[src/sv/rrol_pkg.sv]
// Shared types, constants and pointer helpers for the record ring offset lookup.
// No dependencies; imported by every module of the block.
package rrol_pkg;

  localparam int DEPTH  = 10;
  localparam int PTR_W  = (DEPTH > 1) ? $clog2(DEPTH) : 1;
  localparam int CNT_W  = $clog2(DEPTH + 1);
  localparam int HDL_W  = 32;
  localparam int LEN_W  = 12;
  localparam int POS_W  = 16;

  localparam int S_TDATA_W = 64;
  localparam int M_TDATA_W = 88;
  localparam int M_TUSER_W = 2;

  localparam logic FUNC_ADD  = 1'b0;
  localparam logic FUNC_FIND = 1'b1;

  typedef logic [PTR_W-1:0] ptr_t;
  typedef logic [CNT_W-1:0] cnt_t;

  typedef struct packed {
    logic [HDL_W-1:0] handle;
    logic [LEN_W-1:0] length;
  } entry_t;

  typedef struct packed {
    logic             hit;   // offset lies inside this record
    logic [POS_W-1:0] rest;  // offset less this record's length
  } walk_res_t;

  function automatic ptr_t ptr_next(input ptr_t p);
    ptr_t r;
    if (p == ptr_t'(DEPTH - 1)) r = '0;
    else                        r = p + ptr_t'(1);
    return r;
  endfunction

  function automatic cnt_t stored_count(input ptr_t wr, input ptr_t rd, input logic full);
    cnt_t r;
    if (full)          r = cnt_t'(DEPTH);
    else if (wr >= rd) r = cnt_t'(wr) - cnt_t'(rd);
    else               r = cnt_t'(DEPTH) - cnt_t'(rd) + cnt_t'(wr);
    return r;
  endfunction

endpackage

[src/sv/rrol_store.sv]
// Record store: DEPTH entries of handle and length, one write and one read port.
// Read data is registered. Depends on rrol_pkg.
module rrol_store import rrol_pkg::*; (
  input  logic   clk_i,
  input  logic   we_i,
  input  ptr_t   waddr_i,
  input  entry_t wdata_i,
  input  ptr_t   raddr_i,
  output entry_t rdata_o
);

  entry_t mem_q [DEPTH];
  entry_t rdata_q;

  always_ff @(posedge clk_i) begin
    if (we_i) begin
      mem_q[waddr_i] <= wdata_i;
    end
    rdata_q <= mem_q[raddr_i];
  end

  assign rdata_o = rdata_q;

endmodule

[src/sv/rrol_walk.sv]
// Compare-subtract unit of the find walk: one record per use.
// Depends on rrol_pkg.
module rrol_walk import rrol_pkg::*; (
  input  logic [POS_W-1:0] pos_i,
  input  logic [LEN_W-1:0] len_i,
  output walk_res_t        res_o
);

  logic [POS_W:0] diff;

  // a borrow means pos < len; a zero length never borrows, so it is skipped
  assign diff       = {1'b0, pos_i} - {{(POS_W + 1 - LEN_W){1'b0}}, len_i};
  assign res_o.hit  = diff[POS_W];
  assign res_o.rest = diff[POS_W-1:0];

endmodule

[src/sv/record_ring_offset_lookup_core.sv]
// Top level: sequencer, pointers and result register of the record ring lookup.
// Depends on rrol_pkg, rrol_store and rrol_walk.
//
//  port group | dir | tdata (low bit up)                         | tuser (low bit up)
//  s_axis     | in  | record_handle, record_length, byte_position | func
//  m_axis     | out | hit_handle, hit_length, offset_in_record,   | found, displaced_valid
//             |     | displaced_handle                            |
//
// An add reads the oldest entry on the accept beat, then writes the record, then loads the result.
// A find walks the stored records oldest first, visiting one stored record per cycle
// through the single read port and the shared compare-subtract unit, stopping at a hit or after the last record.
// The input is ready only while the sequencer is idle; one result register sits in
// front of m_axis, so a new item is taken while a result waits, and a finished item
// holds in its result state until that register is free.
// Reset clears the pointers and full flag; the record store itself is not cleared.
module record_ring_offset_lookup_core import rrol_pkg::*; (
  input  logic                 clk_i,
  input  logic                 rst_ni,
  input  logic                 s_axis_tvalid,
  output logic                 s_axis_tready,
  input  logic [S_TDATA_W-1:0] s_axis_tdata,  // record_handle, record_length, byte_position
  input  logic                 s_axis_tuser,  // func
  output logic                 m_axis_tvalid,
  input  logic                 m_axis_tready,
  output logic [M_TDATA_W-1:0] m_axis_tdata,  // hit_handle, hit_length, offset_in_record,
                                              // displaced_handle
  output logic [M_TUSER_W-1:0] m_axis_tuser   // found, displaced_valid
);

  typedef enum logic [1:0] {S_IDLE, S_ADD, S_WALK, S_EMIT} state_e;

  state_e           state_q;
  ptr_t             wr_ptr_q, rd_ptr_q, idx_q;
  logic             full_q;
  cnt_t             cnt_q;
  logic [POS_W-1:0] pos_q;
  logic [HDL_W-1:0] in_handle_q;
  logic [LEN_W-1:0] in_length_q;

  logic             res_found_q, res_disp_valid_q;
  logic [HDL_W-1:0] res_hit_handle_q, res_disp_handle_q;
  logic [LEN_W-1:0] res_hit_length_q, res_offset_q;

  logic                 m_valid_q;
  logic [M_TDATA_W-1:0] m_tdata_q;
  logic [M_TUSER_W-1:0] m_tuser_q;

  logic      store_we;
  entry_t    store_wdata, store_rdata;
  ptr_t      store_raddr, wr_next;
  walk_res_t walk_res;
  logic      s_beat, out_free;

  assign s_axis_tready = (state_q == S_IDLE);
  assign s_beat        = s_axis_tvalid && s_axis_tready;
  assign out_free      = !m_valid_q || m_axis_tready;
  assign wr_next       = ptr_next(wr_ptr_q);

  assign store_we           = (state_q == S_ADD);
  assign store_wdata.handle = in_handle_q;
  assign store_wdata.length = in_length_q;
  // walk reads run one record ahead; otherwise keep the oldest entry on the read port
  assign store_raddr = (state_q == S_WALK) ? ptr_next(idx_q) : rd_ptr_q;

  rrol_store u_store (
    .clk_i   (clk_i),
    .we_i    (store_we),
    .waddr_i (wr_ptr_q),
    .wdata_i (store_wdata),
    .raddr_i (store_raddr),
    .rdata_o (store_rdata)
  );

  rrol_walk u_walk (
    .pos_i (pos_q),
    .len_i (store_rdata.length),
    .res_o (walk_res)
  );

  always_ff @(posedge clk_i or negedge rst_ni) begin
    if (!rst_ni) begin
      state_q           <= S_IDLE;
      wr_ptr_q          <= '0;
      rd_ptr_q          <= '0;
      idx_q             <= '0;
      full_q            <= 1'b0;
      cnt_q             <= '0;
      pos_q             <= '0;
      in_handle_q       <= '0;
      in_length_q       <= '0;
      res_found_q       <= 1'b0;
      res_disp_valid_q  <= 1'b0;
      res_hit_handle_q  <= '0;
      res_disp_handle_q <= '0;
      res_hit_length_q  <= '0;
      res_offset_q      <= '0;
      m_valid_q         <= 1'b0;
      m_tdata_q         <= '0;
      m_tuser_q         <= '0;
    end else begin
      // the result state reloads the register itself when it is free
      if (m_valid_q && m_axis_tready && (state_q != S_EMIT)) begin
        m_valid_q <= 1'b0;
      end
      unique case (state_q)
        S_IDLE: begin
          if (s_beat) begin
            in_handle_q       <= s_axis_tdata[HDL_W-1:0];
            in_length_q       <= s_axis_tdata[HDL_W+LEN_W-1:HDL_W];
            pos_q             <= s_axis_tdata[HDL_W+LEN_W+POS_W-1:HDL_W+LEN_W];
            idx_q             <= rd_ptr_q;
            cnt_q             <= stored_count(wr_ptr_q, rd_ptr_q, full_q);
            res_found_q       <= 1'b0;
            res_disp_valid_q  <= 1'b0;
            res_hit_handle_q  <= '0;
            res_disp_handle_q <= '0;
            res_hit_length_q  <= '0;
            res_offset_q      <= '0;
            state_q           <= (s_axis_tuser == FUNC_ADD) ? S_ADD : S_WALK;
          end
        end
        S_ADD: begin
          // oldest handle was read on the accept beat
          res_disp_valid_q  <= full_q;
          res_disp_handle_q <= full_q ? store_rdata.handle : '0;
          wr_ptr_q          <= wr_next;
          if (full_q) begin
            rd_ptr_q <= wr_next;
          end else if (wr_next == rd_ptr_q) begin
            full_q <= 1'b1;
          end
          state_q <= S_EMIT;
        end
        S_WALK: begin
          if (cnt_q == '0) begin
            state_q <= S_EMIT;
          end else if (walk_res.hit) begin
            res_found_q      <= 1'b1;
            res_hit_handle_q <= store_rdata.handle;
            res_hit_length_q <= store_rdata.length;
            res_offset_q     <= pos_q[LEN_W-1:0];
            state_q          <= S_EMIT;
          end else begin
            pos_q <= walk_res.rest;
            cnt_q <= cnt_q - cnt_t'(1);
            idx_q <= ptr_next(idx_q);
          end
        end
        S_EMIT: begin
          if (out_free) begin
            m_valid_q <= 1'b1;
            m_tdata_q <= {res_disp_handle_q, res_offset_q, res_hit_length_q, res_hit_handle_q};
            m_tuser_q <= {res_disp_valid_q, res_found_q};
            state_q   <= S_IDLE;
          end
        end
        default: state_q <= S_IDLE;
      endcase
    end
  end

  assign m_axis_tvalid = m_valid_q;
  assign m_axis_tdata  = m_tdata_q;
  assign m_axis_tuser  = m_tuser_q;

endmodule

[config.mk]
export PLATFORM = sky130hd
export DESIGN_NAME = record_ring_offset_lookup_core
export DESIGN_NICKNAME = d
export VERILOG_FILES = /design/src/sv/rrol_pkg.sv /design/src/sv/rrol_store.sv /design/src/sv/rrol_walk.sv /design/src/sv/record_ring_offset_lookup_core.sv
export SDC_FILE = /design/constraint.sdc
export NUM_CORES = 1
export LEC_CHECK = 0
export BUFFER_PORTS_ARGS = -buffer_cell sky130_fd_sc_hd__buf_4
export CAP_MARGIN = 15
export CORE_ASPECT_RATIO = 1.25
export CORE_MARGIN = 2
export CORE_UTILIZATION = 35
export CTS_CLUSTER_DIAMETER = 120
export DETAILED_ROUTE_END_ITERATION = 7
export GPL_TIMING_DRIVEN = 0
export PLACE_DENSITY = 0.55
export SETUP_SLACK_MARGIN = 0.15
export SLEW_MARGIN = 20
export SYNTH_ARGS = -nofsm -noshare
export SYNTH_HDL_FRONTEND = slang
export SYNTH_SLANG_ARGS = --single-unit
[constraint.sdc]
create_clock -name clk_i -period 14.9 [get_ports clk_i]
set_clock_uncertainty 0.15 [all_clocks]
set_input_delay 1.49 -clock clk_i [delete_from_list [all_inputs] [get_ports clk_i]]
set_output_delay 1.49 -clock clk_i [all_outputs]
set_load 0.01 [all_outputs]
==> results of run 1 <==
## critical path: cells and delay by family, from the launching register on
kind,cells,cell delay (ns)
AO/OA/AOI/OAI,3,1.15
buffers and inverters,3,0.91
multiplexers,1,0.54
flip-flops,1,0.40
adder cells (fa/ha/maj),1,0.30
## report_power, final
group | leakage [nW] | internal [W] | switching [W]
Combinational | 4.28 | 0.00105 | 0.00146
Sequential | 7.75 | 0.00272 | 0.000351
Clock | 1.16 | 0.00105 | 0.000779
Total | 13.2 | 0.00483 | 0.00259
## sequential cells by signal, indices dropped and copies added (netlist names)
name and cells:
state_q 2, wr_ptr_q 4, res_disp_valid_q 1, res_disp_handle_q 32
u_store.rdata_o 44, m_axis_tdata 88, full_q 1, cnt_q 4
m_axis_tuser 2, res_offset_q 12, u_store.mem_q 440, rd_ptr_q 4
in_handle_q 32, res_hit_length_q 12, pos_q 16, res_hit_handle_q 32
in_length_q 12, idx_q 4, res_found_q 1, m_axis_tvalid 1
## cell usage in the layout, fill, tap and decap left out, types with 15 or more instances in the layout
master,count
nor2_1,33
o21ai_0,61
dfrtp_1,260
a22o_1,89
mux4_2,88
buf_4,176
clkbuf_1,57
a22oi_1,45
edfxtp_1,440
mux2i_1,61
nand2_1,35
clkbuf_16,74
ha_1,23
inv_1,30
a21oi_1,36
buf_16,15
dfxtp_1,44
mux2_2,137
buf_2,28
clkinv_2,15
## cell families after synthesis
group | count (synthesis)
flip-flops | 744
multiplexers | 287
AO/OA/AOI/OAI | 286
buffers and inverters | 114
AND/OR/NAND/NOR | 114
adder cells (fa/ha/maj) | 27
XOR/XNOR | 18
## through the flow
stage           util  hold WS, ns  instance area (sq um)  power (W)  worst slack, ns
5_1_grt        0.424        0.332                  33900    0.00782            11.05
3_3_place_gp   0.385        0.311                  30800    0.00556             6.17
2_1_floorplan      -        0.296                  28300    0.00466             9.81
4_1_cts        0.424        0.322                  33900    0.00752            11.15
3_5_place_dp   0.394        0.310                  31600    0.00567            11.05
6_report       0.424        0.324                  33900    0.00742            11.19
## worst paths after layout
kind,from,end,slack (ns),depth (start not counted)
worst max-delay path,state_q[0],u_store.rdata_o[12],11.19,8
min in group asynchronous,rst_ni,in_length_q[6],0.64,1
worst max register to register,state_q[0],u_store.rdata_o[12],11.19,8
worst min register to register,u_store.rdata_o[37],res_hit_handle_q[25],0.32,1
worst min-delay path,u_store.rdata_o[37],res_hit_handle_q[25],0.32,1
max in group asynchronous,rst_ni,m_axis_tdata[77],12.75,3
## layer usage
| metal | up-vias | track usage | wire (microns) |
|---|---|---|---|
| met5 | - | 0 | 0 |
| met4 | 0 | 0.0622 | 2010 |
| met3 | 108 | 0.0233 | 3180 |
| met2 | 357 | 0.288 | 34800 |
| met1 | 7762 | 0.202 | 27500 |
| li1 | 6761 | - | - |
## cell type report
type,instances,area [sq um],share of cell area
Clock inverter,37,365,0.0108
Tap cell,1062,1330,0.0392
Antenna cell,1,2.50,0.0000737
Buffer,84,407,0.0120
Clock buffer,96,1990,0.0588
Inverter,30,113,0.00332
Timing Repair Buffer,195,1840,0.0541
Sequential cell,744,20600,0.607
Multi-Input combinational cell,732,7290,0.215
==> metrics, run 1 <==
Routed Antenna Nets=0; commonest cells in the netlist=edfxtp_1 (440), dfrtp_1 (260), mux2_2 (137); Total GRT Usage=0.163; maximum VDD drop=93.3 uV; CTS Buf Count=73; drt wl/cell=22.6 microns; fin crit share=0.249; Synth top area share=0.466; Worst-path clk slew=0.06 ns; total negative slack=0 ns; net count after synthesis=1686; wirelength, routed=67500 microns; simple-gate share of the synthesized area=0.0184; port bufs=156; crit start category=flop; post-synth top area cell=edfxtp_1; fraction of synthesized area in multiplexers=0.146; Post-synth EDFFs=440; Iteration-0 DRC Markers=814; die area=83300 sq um; Async S/R FF share, synth=0.349; clock sink total=744; Slowest-stage cell, CP=o21ai_1; Yosys reg bits=744; Die H=322 microns; drt via density=5.03; largest net degree at the start of global routing=101; synthesized cell area=28300 sq um; Post-Synth Adder-Cell Area=0.0130; Post-CTS Setup Bufs=0; CTS Root Cell=clkbuf_16; Area Growth Syn to Fin=19.8%; # H-tree levels=3; slew margin rel.=0.305; Horiz. Die Dim=259 microns; CP peak stage delay=0.71 ns; largest family of logic cells by synthesized area=multiplexers; CTS tree=yes; status=finished clean; crit path kind=flop to flop; Initial Utilization=0.354; crit end category=flop; Final Setup Violations=0; post-synth cell types=60; # IOs=161; Inst Count DP=2847; Via Count=15000; PostCTS Resize Cnt=0; Static Leakage=13.2 nW; clk buf depth=3; most common cell in the netlist=edfxtp_1; RSZ-0062 raised after global routing=no; Synth Flop Type=edfxtp_1; syn avg cell area=17.8 sq um; Site Rows=116; ranking of synthesized cells by area=edfxtp_1 (47%), dfrtp_1 (23%), mux4_2 (7.0%), mux2_2 (5.4%), dfxtp_1 (3.1%); drt drc=0; synthesized instance count=1590; CTS Hold Bufs=0; register area share after synthesis=0.727; Fin. Hold Viols=0; Final Net Count=1956; Critical Path AT=3.94 ns; fraction of layout cells with a size suffix above 1=0.306; clock latency at the later pin of the worst-skew pair=0.61 ns; Core Box Area=80100 sq um; critical path cell sequence=inv_1 > ha_1 > o21ai_1 > buf_2 > buf_4 > mux4_2 > a22oi_1 > o21ai_0; max-cap viol count=0; Slew @ Worst Pin=1.04 ns; Fill cells=7141; max-slew violations=0; fin cells=2981; total grt overflow=0; global-route wire length before repair=101000 microns; GPL Wtd Cong=0.811; highest clock rate=270 MHz; vias in the first global route=15900; Worst Path Required=15.13 ns; first drt pass iteration count=5; post-synthesis xor/xnor area fraction=0.00556; post-DP HPWL=47700 microns; Tmin final=3.71 ns; compound-cell area share of the yosys netlist=0.0716; warnings from Yosys=0; worst hold-check path type=flop to flop; Crit Path Max Fanout=10; initial antenna violation count=4; Power Dens Cells=219 nW/um^2
Power figures use the tool's default switching activity.
==> inputs of run 2 (changes only) <==
--- a/config.mk
+++ b/config.mk
@@ -13,7 +13,7 @@
 export CTS_CLUSTER_DIAMETER = 120
 export DETAILED_ROUTE_END_ITERATION = 7
 export GPL_TIMING_DRIVEN = 0
-export PLACE_DENSITY = 0.55
+export PLACE_DENSITY = 0.56
 export SETUP_SLACK_MARGIN = 0.15
 export SLEW_MARGIN = 20
 export SYNTH_ARGS = -nofsm -noshare
==> constraint.sdc (replaced) <==
create_clock -name clk_i -period 3.15 [get_ports clk_i]
set_clock_uncertainty 0.15 [all_clocks]
set_input_delay 0.315 -clock clk_i [delete_from_list [all_inputs] [get_ports clk_i]]
set_output_delay 0.315 -clock clk_i [all_outputs]
set_load 0.01 [all_outputs]
==> run 2 against run 1 <==
Clock power increased to 4.8 times the previous value. Hold slack got worse by 0.26 ns. First-iteration DRC count increased by 6.9%. Maximum frequency increased by 24%. Global-route usage increased by 0.089 points. Highest routed layer unchanged. Routed wire length increased by 0.71%. Register-to-register slack got worse by 11 ns. Cell count increased by 1.8%. Sequential power increased to 4.7 times the previous value. Via count increased by 2.1%. Sequential cell count unchanged. Non-clock buffer count increased by 59.
==> metrics, run 2 (same netlist as run 1, synthesis figures left out) <==
Worst-path clk slew=0.06 ns (about the same); highest clock rate=333 MHz (was 270 MHz); met2 GRT Util=0.293 (was 0.288); crit start category=flop (unchanged); Site Rows=116 (unchanged); CTS Root Cell=clkbuf_16 (unchanged); slew margin rel.=0.492 (was 0.305); met3 GRT Util=0.0225 (was 0.0233); wirelength, routed=67900 microns (was 67500 microns); Static Leakage=13.5 nW (was 13.2 nW); Slew @ Worst Pin=0.760 ns (was 1.04 ns); Slowest-stage cell, CP=dfxtp_1 (was o21ai_1); Horiz. Die Dim=259 microns (unchanged); DP Area=31500 sq um (was 31600 sq um); global-route wire length before repair=101000 microns (about the same); max-slew violations=0 (unchanged); fraction of layout cells with a size suffix above 1=0.305 (was 0.306); Final Setup Violations=0 (unchanged); clock sink total=744 (unchanged); largest net degree at the start of global routing=79 (was 101); GR peak layer=met2 (unchanged); maximum VDD drop=435 uV (was 93.3 uV); first drt pass iteration count=5 (unchanged); drt wl/cell=22.4 microns (was 22.6 microns); commonest cells after routing, fill and taps aside=edfxtp_1 (440), dfrtp_1 (260), buf_4 (164) (was edfxtp_1 (440), dfrtp_1 (260), buf_4 (176)); RSZ-0062 raised after global routing=yes (was no); critical path cell sequence=inv_1 > ha_1 > buf_2 > nand4_1 > a21oi_1 > a21oi_4 > buf_4 > a21oi_2 > buf_2 > mux2i_1 (was inv_1 > ha_1 > o21ai_1 > buf_2 > buf_4 > mux4_2 > a22oi_1 > o21ai_0); Via Count=15300 (was 15000); Final Worst Setup Slack=0.149 ns (was 11.19 ns); # IOs=161 (unchanged); fin area=34700 sq um (was 33900 sq um); Worst Path Required=3.53 ns (was 15.13 ns); CTS tree=yes (unchanged); total negative slack=0 ns (unchanged); Crit Path Max Fanout=9 (was 10); post-DP HPWL=47600 microns (was 47700 microns); Critical Path AT=3.38 ns (was 3.94 ns); CTS Buf Count=70 (was 73); Inst Count DP=2837 (was 2847); Die H=322 microns (unchanged); DP Worst Slack=-0.602 ns (was 11.05 ns); max-cap viol count=0 (unchanged); most frequent CP cell=buf_2; Initial Utilization=0.354 (unchanged); # diodes=0 (was 1); Routed Antenna Nets=0 (unchanged); fin cells=3034 (was 2981); drt drc=0 (unchanged); Total GRT Usage=0.164 (was 0.163); crit end category=flop (unchanged); GPL Wtd Cong=0.831 (was 0.811); initial antenna violation count=0 (was 4); status=finished clean (unchanged); total grt overflow=0 (unchanged); Iteration-0 DRC Markers=870 (was 814); worst hold-check path type=primary input to async pin (was flop to flop); final core utilization=0.433 (was 0.424); met1 GRT Util=0.202 (about the same); clock latency at the later pin of the worst-skew pair=0.61 ns (about the same); Final Net Count=2012 (was 1956); Fin. Hold Viols=0 (unchanged); Power Dens Cells=1020 nW/um^2 (was 219 nW/um^2); clk buf depth=3 (unchanged); Area Growth Syn to Fin=22.5% (was 19.8%); drt via density=5.04 (was 5.03); max FFs per register=440 (unchanged); vias in the first global route=16000 (was 15900); # H-tree levels=3 (unchanged); die area=83300 sq um (unchanged); fin crit share=0.953 (was 0.249); Tmin final=3.00 ns (was 3.71 ns); Largest Register=u_store.mem_q (unchanged); crit path kind=flop to flop (unchanged); port bufs=156 (unchanged); CP peak stage delay=0.47 ns (was 0.71 ns); Core Box Area=80100 sq um (unchanged); leading cell type in the layout, fill and taps excluded=edfxtp_1 (unchanged)
## run 2: changes by cell type in the layout (fill, tap and decap cells not counted), sizes merged
cell / previous run / this run
inv: 33 / 32
clkbuf: 137 / 151
clkinvlp: 4 / 2
clkinv: 24 / 12
dlygate4sd3: 0 / 63
clkdlybuf4s15: 0 / 1
buf: 238 / 227
bufinv: 6 / 8
diode: 1 / 0
## run 2: critical path: cells and delay by family, from the launching register on
family                   cells  cell delay (ns)
AO/OA/AOI/OAI                3             0.90
adder cells (fa/ha/maj)      1             0.28
buffers and inverters        4             0.76
flip-flops                   1             0.47
multiplexers                 1             0.21
AND/OR/NAND/NOR              1             0.16
## run 2: layout make-up
| class | instances | area [sq um] |
|---|---|---|
| Buffer | 84 | 514 |
| Fill cell | 7088 | 45400 |
| Multi-Input combinational cell | 732 | 7340 |
| Tap cell | 1062 | 1330 |
| Clock buffer | 104 | 2060 |
| Sequential cell | 744 | 20600 |
| Timing Repair Buffer | 254 | 2410 |
| Clock inverter | 24 | 347 |
| Inverter | 30 | 113 |
## run 2: per-layer routing
layer  vias up  share of wire
met5         -              0
met4         0          0.030
met3       111          0.042
met2       370           0.52
met1      7951           0.41
li1       6870              -
## run 2: what timing repair did
item,in CTS,in global routing
pin swaps,4,3
hold endpoints to repair,245,0
gates cloned,0,1
hold buffers,63,0
gates resized for setup,36,26
setup endpoints to repair,157,120
setup buffers,3,2
## run 2: path summary, 6_finish.rpt
check	start	endpoint	slack, ns	cells after the start
worst max-delay path	u_store.rdata_o[10]	cnt_q[1]	0.15	10
worst min-delay path	rst_ni	in_length_q[6]	0.06	2
worst max register to register	u_store.rdata_o[10]	cnt_q[1]	0.15	10
worst min register to register	u_store.rdata_o[34]	res_disp_handle_q[22]	0.32	1
max in group asynchronous	rst_ni	m_axis_tdata[82]	1.62	4
min in group clk_i	s_axis_tvalid	res_disp_handle_q[31]	0.15	4
## run 2: power by group
group	switching, W	total, W	internal [W]	leakage [nW]
registers	0.00168	0.0145	0.0129	7.75
logic	0.00696	0.0122	0.00525	4.59
clock network	0.00359	0.00881	0.00521	1.17
total	0.0122	0.0356	0.0233	13.5
## run 2: through the flow
| stage | hold slack (ns) | power (W) |
|---|---|---|
| 2_1_floorplan | -0.131 | 0.0221 |
| 3_3_place_gp | 0.312 | 0.0262 |
| 3_5_place_dp | 0.109 | 0.0268 |
| 4_1_cts | 0.0509 | 0.0359 |
| 5_1_grt | 0.0908 | 0.0374 |
| 6_report | 0.0609 | 0.0356 |
